File: config.mk
export PLATFORM = sky130hd
export DESIGN_NAME = name_value_pair_parser_flat
export DESIGN_NICKNAME = d
export VERILOG_FILES = /design/src/rtl/core/nvp_pkg.sv /design/src/rtl/core/nvp_channels.sv /design/src/rtl/core/nvp_decoder.sv /design/src/rtl/core/name_value_pair_parser.sv /design/src/flat_wrapper.sv
export SDC_FILE = /design/constraint.sdc
export NUM_CORES = 1
export LEC_CHECK = 0
export BUFFER_PORTS_ARGS = -buffer_cell sky130_fd_sc_hd__buf_2
export CORE_MARGIN = 4
export CORE_UTILIZATION = 40
export DETAILED_ROUTE_END_ITERATION = 12
export SLEW_MARGIN = 10
export SYNTH_ARGS = -nofsm -noshare
export SYNTH_HDL_FRONTEND = slang
export SYNTH_SLANG_ARGS = --single-unit
File: constraint.sdc
create_clock -name clk -period 3.7 [get_ports clk]
set_clock_uncertainty 0.05 [all_clocks]
set_input_delay 0.74 -clock clk [delete_from_list [all_inputs] [get_ports clk]]
set_output_delay 0.74 -clock clk [all_outputs]
set_load 0.02 [all_outputs]
File: src/rtl/core/nvp_pkg.sv
// types and constants of the name-value pair parser
// no dependencies
`default_nettype none

package nvp_pkg;

  localparam int ACCUM_BITS = 31;

  // bytes that follow the first byte of a four-byte length
  localparam logic [1:0] PREFIX_TAIL = 2'd3;

  localparam logic [7:0] LONG_MARK    = 8'h80;
  localparam logic [7:0] LEN_LOW_MASK = 8'h7F;

  typedef enum logic [2:0] {
    PH_NLEN      = 3'd0,
    PH_NLEN_MORE = 3'd1,
    PH_VLEN      = 3'd2,
    PH_VLEN_MORE = 3'd3,
    PH_NAME      = 3'd4,
    PH_VALUE     = 3'd5
  } phase_t;

  typedef enum logic [1:0] {
    KIND_LEN   = 2'd0,
    KIND_NAME  = 2'd1,
    KIND_VALUE = 2'd2
  } kind_t;

  typedef struct packed {
    kind_t      kind;
    logic [7:0] data;
    logic       field_end;
    logic       pair_end;
    logic       status;
    logic       body_done;
  } result_t;

endpackage

`default_nettype wire

File: src/rtl/core/nvp_channels.sv
// valid/ready channels of the name-value pair parser
// body bytes in, classified bytes out; no dependencies
`default_nettype none

interface nvp_body_if;
  logic       valid;
  logic       ready;
  logic [7:0] data_byte;
  logic       body_end;

  modport source (output valid, output data_byte, output body_end, input ready);
  modport sink (input valid, input data_byte, input body_end, output ready);
endinterface

interface nvp_parsed_if;
  logic       valid;
  logic       ready;
  logic [1:0] byte_kind;
  logic [7:0] byte_out;
  logic       field_end;
  logic       pair_end;
  logic       status;
  logic       body_done;

  modport source (
    output valid, output byte_kind, output byte_out, output field_end,
    output pair_end, output status, output body_done, input ready
  );
  modport sink (
    input valid, input byte_kind, input byte_out, input field_end,
    input pair_end, input status, input body_done, output ready
  );
endinterface

`default_nettype wire

File: src/rtl/core/nvp_decoder.sv
// parse state and per-byte classification of the name-value pair parser
// depends on nvp_pkg
`default_nettype none

module nvp_decoder #(
  parameter int LENGTH_BITS = 31
) (
  input  wire logic            clk,
  input  wire logic            rst,
  input  wire logic            step,
  input  wire logic [7:0]      data_byte,
  input  wire logic            body_end,
  output nvp_pkg::result_t     result
);

  nvp_pkg::phase_t                  phase, phase_next;
  logic [nvp_pkg::ACCUM_BITS-1:0]   length_accum, length_accum_next;
  logic [1:0]                       prefix_bytes_left, prefix_bytes_left_next;
  logic [LENGTH_BITS-1:0]           name_left, name_left_next;
  logic [LENGTH_BITS-1:0]           value_left, value_left_next;

  logic [nvp_pkg::ACCUM_BITS-1:0]   accum_shift;
  logic [1:0]                       prefix_dec;
  logic [LENGTH_BITS-1:0]           name_dec, value_dec;
  logic [LENGTH_BITS-1:0]           len_word;
  logic                             is_long;
  logic                             in_more;
  logic                             is_value;
  logic                             len_complete;

  assign accum_shift = {length_accum[nvp_pkg::ACCUM_BITS-9:0], data_byte};
  assign prefix_dec  = prefix_bytes_left - 2'd1;
  assign name_dec    = name_left - LENGTH_BITS'(1);
  assign value_dec   = value_left - LENGTH_BITS'(1);
  assign is_long     = (data_byte & nvp_pkg::LONG_MARK) != 8'h00;
  assign in_more     = (phase == nvp_pkg::PH_NLEN_MORE) || (phase == nvp_pkg::PH_VLEN_MORE);
  assign is_value    = (phase == nvp_pkg::PH_VLEN) || (phase == nvp_pkg::PH_VLEN_MORE);

  // name and value phases never complete a length
  always_comb begin
    if (in_more) begin
      len_complete = (prefix_dec == 2'd0);
    end else if ((phase == nvp_pkg::PH_NAME) || (phase == nvp_pkg::PH_VALUE)) begin
      len_complete = 1'b0;
    end else begin
      len_complete = !is_long;
    end
  end

  // finished length, saturated to the counter width
  always_comb begin
    if (in_more) begin
      if ((accum_shift >> LENGTH_BITS) != '0) begin
        len_word = '1;
      end else begin
        len_word = accum_shift[LENGTH_BITS-1:0];
      end
    end else begin
      len_word = LENGTH_BITS'(data_byte);
    end
  end

  // next state
  always_comb begin
    phase_next             = phase;
    length_accum_next      = length_accum;
    prefix_bytes_left_next = prefix_bytes_left;
    name_left_next         = name_left;
    value_left_next        = value_left;
    case (phase)
      nvp_pkg::PH_NLEN_MORE, nvp_pkg::PH_VLEN_MORE: begin
        length_accum_next      = accum_shift;
        prefix_bytes_left_next = prefix_dec;
      end
      nvp_pkg::PH_NAME: begin
        name_left_next = name_dec;
        if (name_dec == '0) begin
          phase_next = (value_left != '0) ? nvp_pkg::PH_VALUE : nvp_pkg::PH_NLEN;
        end
      end
      nvp_pkg::PH_VALUE: begin
        value_left_next = value_dec;
        if (value_dec == '0) begin
          phase_next = nvp_pkg::PH_NLEN;
        end
      end
      default: begin
        // name length or value length, first byte
        if (is_long) begin
          length_accum_next      = nvp_pkg::ACCUM_BITS'(data_byte & nvp_pkg::LEN_LOW_MASK);
          prefix_bytes_left_next = nvp_pkg::PREFIX_TAIL;
          phase_next = is_value ? nvp_pkg::PH_VLEN_MORE : nvp_pkg::PH_NLEN_MORE;
        end
      end
    endcase
    if (len_complete) begin
      if (is_value) begin
        value_left_next = len_word;
        if (name_left != '0) begin
          phase_next = nvp_pkg::PH_NAME;
        end else if (len_word != '0) begin
          phase_next = nvp_pkg::PH_VALUE;
        end else begin
          phase_next = nvp_pkg::PH_NLEN;
        end
      end else begin
        name_left_next = len_word;
        phase_next     = nvp_pkg::PH_VLEN;
      end
    end
  end

  // outputs
  always_comb begin
    result.kind      = nvp_pkg::KIND_LEN;
    result.data      = data_byte;
    result.field_end = 1'b0;
    result.pair_end  = 1'b0;
    result.status    = body_end && (phase_next != nvp_pkg::PH_NLEN);
    result.body_done = body_end;
    case (phase)
      nvp_pkg::PH_NAME: begin
        result.kind      = nvp_pkg::KIND_NAME;
        result.field_end = (name_dec == '0);
        result.pair_end  = (name_dec == '0) && (value_left == '0);
      end
      nvp_pkg::PH_VALUE: begin
        result.kind      = nvp_pkg::KIND_VALUE;
        result.field_end = (value_dec == '0);
        result.pair_end  = (value_dec == '0);
      end
      default: begin
        // both fields empty: the value length closes the pair
        result.pair_end = len_complete && is_value && (name_left == '0) && (len_word == '0);
      end
    endcase
  end

  // end of body returns everything to the between-pairs state
  always_ff @(posedge clk) begin
    if (rst || (step && body_end)) begin
      phase             <= nvp_pkg::PH_NLEN;
      length_accum      <= '0;
      prefix_bytes_left <= '0;
      name_left         <= '0;
      value_left        <= '0;
    end else if (step) begin
      phase             <= phase_next;
      length_accum      <= length_accum_next;
      prefix_bytes_left <= prefix_bytes_left_next;
      name_left         <= name_left_next;
      value_left        <= value_left_next;
    end
  end

endmodule

`default_nettype wire

File: src/rtl/core/name_value_pair_parser.sv
// output: an accepted word is registered in the result register and shows on the output channel in the next cycle
// throughput: one body byte per cycle while the output side takes each result; the phase and length
// counters are updated on each accepted byte, and a new byte enters in the same cycle that the waiting result is taken
// reset: rst (synchronous) empties the output register, holds ready low and returns the parser
// to expect a name length; a byte marked body_end does the same for the parse state
`default_nettype none

module name_value_pair_parser #(
  parameter int LENGTH_BITS = 31
) (
  input wire logic     clk,
  input wire logic     rst,
  nvp_body_if.sink     body,
  nvp_parsed_if.source parsed
);

  nvp_pkg::result_t dec_result;
  nvp_pkg::result_t result;
  logic             result_valid;
  logic             accept;

  assign body.ready = !rst && (!result_valid || parsed.ready);
  assign accept     = body.valid && body.ready;

  nvp_decoder #(
    .LENGTH_BITS (LENGTH_BITS)
  ) u_decoder (
    .clk       (clk),
    .rst       (rst),
    .step      (accept),
    .data_byte (body.data_byte),
    .body_end  (body.body_end),
    .result    (dec_result)
  );

  always_ff @(posedge clk) begin
    if (rst) begin
      result_valid <= 1'b0;
    end else if (accept) begin
      result_valid <= 1'b1;
    end else if (parsed.ready) begin
      result_valid <= 1'b0;
    end
  end

  always_ff @(posedge clk) begin
    if (accept) begin
      result <= dec_result;
    end
  end

  assign parsed.valid     = result_valid;
  assign parsed.byte_kind = result.kind;
  assign parsed.byte_out  = result.data;
  assign parsed.field_end = result.field_end;
  assign parsed.pair_end  = result.pair_end;
  assign parsed.status    = result.status;
  assign parsed.body_done = result.body_done;

endmodule

`default_nettype wire

File: src/flat_wrapper.sv
// flat-port wrapper written by rule: the top's interface ports become plain ports
module name_value_pair_parser_flat 
#(
  parameter int LENGTH_BITS = 31
)
  (clk, rst, body_valid, body_data_byte, body_body_end, body_ready, parsed_valid, parsed_byte_kind, parsed_byte_out, parsed_field_end, parsed_pair_end, parsed_status, parsed_body_done, parsed_ready);
  nvp_body_if body_i ();
  nvp_parsed_if parsed_i ();
  input wire logic clk;
  input wire logic rst;
  input wire logic [$bits(body_i.valid)-1:0] body_valid;
  input wire logic [$bits(body_i.data_byte)-1:0] body_data_byte;
  input wire logic [$bits(body_i.body_end)-1:0] body_body_end;
  output wire logic [$bits(body_i.ready)-1:0] body_ready;
  output wire logic [$bits(parsed_i.valid)-1:0] parsed_valid;
  output wire logic [$bits(parsed_i.byte_kind)-1:0] parsed_byte_kind;
  output wire logic [$bits(parsed_i.byte_out)-1:0] parsed_byte_out;
  output wire logic [$bits(parsed_i.field_end)-1:0] parsed_field_end;
  output wire logic [$bits(parsed_i.pair_end)-1:0] parsed_pair_end;
  output wire logic [$bits(parsed_i.status)-1:0] parsed_status;
  output wire logic [$bits(parsed_i.body_done)-1:0] parsed_body_done;
  input wire logic [$bits(parsed_i.ready)-1:0] parsed_ready;
  assign body_i.valid = body_valid;
  assign body_i.data_byte = body_data_byte;
  assign body_i.body_end = body_body_end;
  assign body_ready = body_i.ready;
  assign parsed_valid = parsed_i.valid;
  assign parsed_byte_kind = parsed_i.byte_kind;
  assign parsed_byte_out = parsed_i.byte_out;
  assign parsed_field_end = parsed_i.field_end;
  assign parsed_pair_end = parsed_i.pair_end;
  assign parsed_status = parsed_i.status;
  assign parsed_body_done = parsed_i.body_done;
  assign parsed_i.ready = parsed_ready;
  name_value_pair_parser #(.LENGTH_BITS(LENGTH_BITS)) u_core (.clk(clk), .rst(rst), .body(body_i), .parsed(parsed_i));
endmodule
==> reports/qor.yml <==
cp_num_buf_inv: 0
synth_edf_count: 14
drt_pass1_iterations: 6
grt_pass1_wl_um: 34000
use_met1: 0.339
synth-main-ff-cell: "dfxtp_1"
io_pins: 29
synthMuxAreaShare: 0
fin_util: 0.457
outcome: "finished clean"
grt_busiest_layer: "met2"
drive_gt1_frac: 0.101
finalHoldViolCount: 0
synth_compound_area_frac: 0.264
hold_slack_ps: 420
cp_top_family: "simple AND/OR/NAND/NOR gates"
ctsRootBufferMaster: "clkbuf_16"
power.density_mw_per_mm2: 396
arrival_ps: 3310
critPathCaptureType: "flip-flop"
fin_area_sq_mm: 0.00705
required_ps: 3760
tritoncts.num_buffers: 9
hpwl_um: 14900
first_iter_violations: 845
wl_um: 21600
placed_cells: 1072
r2r_setup_slack_ps: 440
cap_violations: 0
stdcell_count: 1088
diodes: 0
peakVddDrop_mv: 0.240
holdBufCountCts: 0
grt_max_degree: 43
r2r_start: "u_core.u_decoder.value_left[0]"
fin_crit_ps: 3260
overflow: 0
dp_slack_ps: 498
regToRegEndpoint: "u_core.parsed.status"
synth_top_family_by_area: "simple AND/OR/NAND/NOR gates"
yosys.area_share.simple: 0.301
slew_violations: 0
synthesis.nets: 890
die_h_um: 135
die_w_um: 135
slew_headroom: 0.352
crit_type: "reg -> reg"
worst-r2r-cell-count: 8
htreeDepth: 3
insertion_delay_ps: 360
yosysUniqueCellTypes: 67
endpoint: "u_core.parsed.status"
tns_ps: 0
synth_area_per_cell_sq_um: 7.34
timing.final.crit_share: 0.880
io_buffers: 28
critPathMaxStageDelay_ps: 620
coreArea_sq_mm: 0.0154
antenna_found_initial: 0
drc: 0
post-route-worst-setup-slack_ps: 444
cp_max_fo: 9
syn-instance-count: 872
tightest_slew_ps: 967
use_met2: 0.359
startpoint: "u_core.u_decoder.value_left[0]"
cp-start-kind: "flip-flop"
syn_area_sq_mm: 0.00640
routedWlPerCell_um: 19.9
cts_setup_buffers: 0
dieArea_sq_mm: 0.0181
synthXorXnorAreaFrac: 0.0301
async_flop_share: 0
hold_class: "reg -> reg"
ctsLongestPathBuffers: 2
fp-row-count: 45
synth_warnings: 0
cts.clk_slew.worst_paths_ps: 70
finalWeightedCongestion: 0.951
setup_viol: 0
yosysSeqAreaShare: 0.350
cts_sinks: 105
viasPerCell: 6.21
cts_tree: "built"
fill_cells: 1600
first_global_vias: 5937
fmax_mhz: 307
ant_nets: 0
synth_fa_ha_area_frac: 0.00977
grt_usage: 0.237
cellLeakagePower_nw: 2.49
grtUsageMet3: 0.0469
crit_chain: "nor4_1 -> nand4_1 -> or3_1 -> xnor2_1 -> or4_1 -> nor4b_2 -> o21a_1 -> a31oi_1"
cts_resized: 0
rsz0062_at_grt: "false"
initial_core_util: 0.415
area_growth_pct: 10.2
finalPower_mw: 2.80
vias: 6755
placed_area_sq_mm: 0.00678
fin_nets: 890
cp.depth: 8
ys_ff_latch: 105
slowest_stage: "nor4_1"
## tightest hold or removal path, cell delays in order (launching register included)
cell     delay, ps
dfxtp_1        320
nand2_1         50
a21oi_1         50
## registers in the layout, summed over array words and instances (netlist names)
| signal | count |
|---|---|
| u_core.parsed.field_end | 1 |
| u_core.parsed.body_done | 1 |
| u_core.u_decoder.phase | 3 |
| u_core.u_decoder.value_left | 31 |
| u_core.u_decoder.length_accum | 23 |
| u_core.parsed.byte_kind | 2 |
| u_core.parsed.status | 1 |
| u_core.parsed.valid | 1 |
| u_core.parsed.byte_out | 8 |
| u_core.parsed.pair_end | 1 |
| u_core.u_decoder.name_left | 31 |
| u_core.u_decoder.prefix_bytes_left | 2 |
## logic make-up (layout without fill, tap and decap cells)
family                   Yosys count  in the layout
AO/OA/AOI/OAI                    273            273
XOR/XNOR                          22             22
adder cells (fa/ha/maj)            5              5
buffers and inverters             75             80
flip-flops                       105            105
AND/OR/NAND/NOR                  392            392
## layer usage
metal	routed length, um	up-vias
met5	0	-
met4	547	0
met3	1930	37
met2	9590	305
met1	9550	3195
li1	-	3218
## synth_stat cells (13+ instances only)
cell type | count | share of area
o21ai_0 | 71 | 0.056
edfxtp_1 | 14 | 0.066
o22ai_1 | 17 | 0.017
a21oi_1 | 87 | 0.068
dfxtp_1 | 91 | 0.28
or3_1 | 15 | 0.015
xor2_1 | 13 | 0.018
clkbuf_1 | 57 | 0.033
nor3_1 | 29 | 0.023
nor4_1 | 26 | 0.025
a31oi_1 | 13 | 0.013
nand2_1 | 98 | 0.057
nor2_1 | 105 | 0.062
a22oi_1 | 23 | 0.027
nand3_1 | 49 | 0.038
## how the worst min path moves through the flow
stage | slack, ps | to | depth (start not counted) | start
6_report | 420 | u_core.u_decoder.length_accum[9] | 2 | u_core.u_decoder.length_accum[9]
4_1_cts | 420 | u_core.u_decoder.length_accum[9] | 2 | u_core.u_decoder.length_accum[9]
2_1_floorplan | 390 | u_core.u_decoder.prefix_bytes_left[1] | 2 | u_core.u_decoder.prefix_bytes_left[1]
5_1_grt | 440 | u_core.u_decoder.length_accum[8] | 2 | u_core.u_decoder.length_accum[8]
3_5_place_dp | 410 | u_core.u_decoder.length_accum[9] | 2 | u_core.u_decoder.length_accum[9]
3_3_place_gp | 410 | u_core.u_decoder.length_accum[2] | 2 | u_core.u_decoder.length_accum[2]
## layout make-up
cell class,instances,area (sq um),share of cell area
multi-input cells,692,3880,0.551
inverters,9,33.8,0.00479
flip-flops and latches,105,2240,0.318
well taps,211,264,0.0374
clock inverters,3,15.0,0.00213
clock buffers,13,260,0.0369
repair buffers,55,355,0.0504
## cells in the final DEF, fill, tap and decap left out, drive strengths merged, types with 15 or more instances in the layout
cell,instances
dfxtp,91
o21ai,72
nand3,49
nor3,29
nor2,106
or3,15
a21oi,87
o22ai,17
buf,55
nor4,27
a22oi,23
nand2,99
## power by group
part / leakage, nW / internal (mW) / switching, mW / total (mW)
combinational: 1.48 / 0.221 / 0.416 / 0.636
sequential: 0.867 / 1.18 / 0.0370 / 1.22
clock: 0.139 / 0.492 / 0.448 / 0.940
Power figures use the tool's default switching activity.
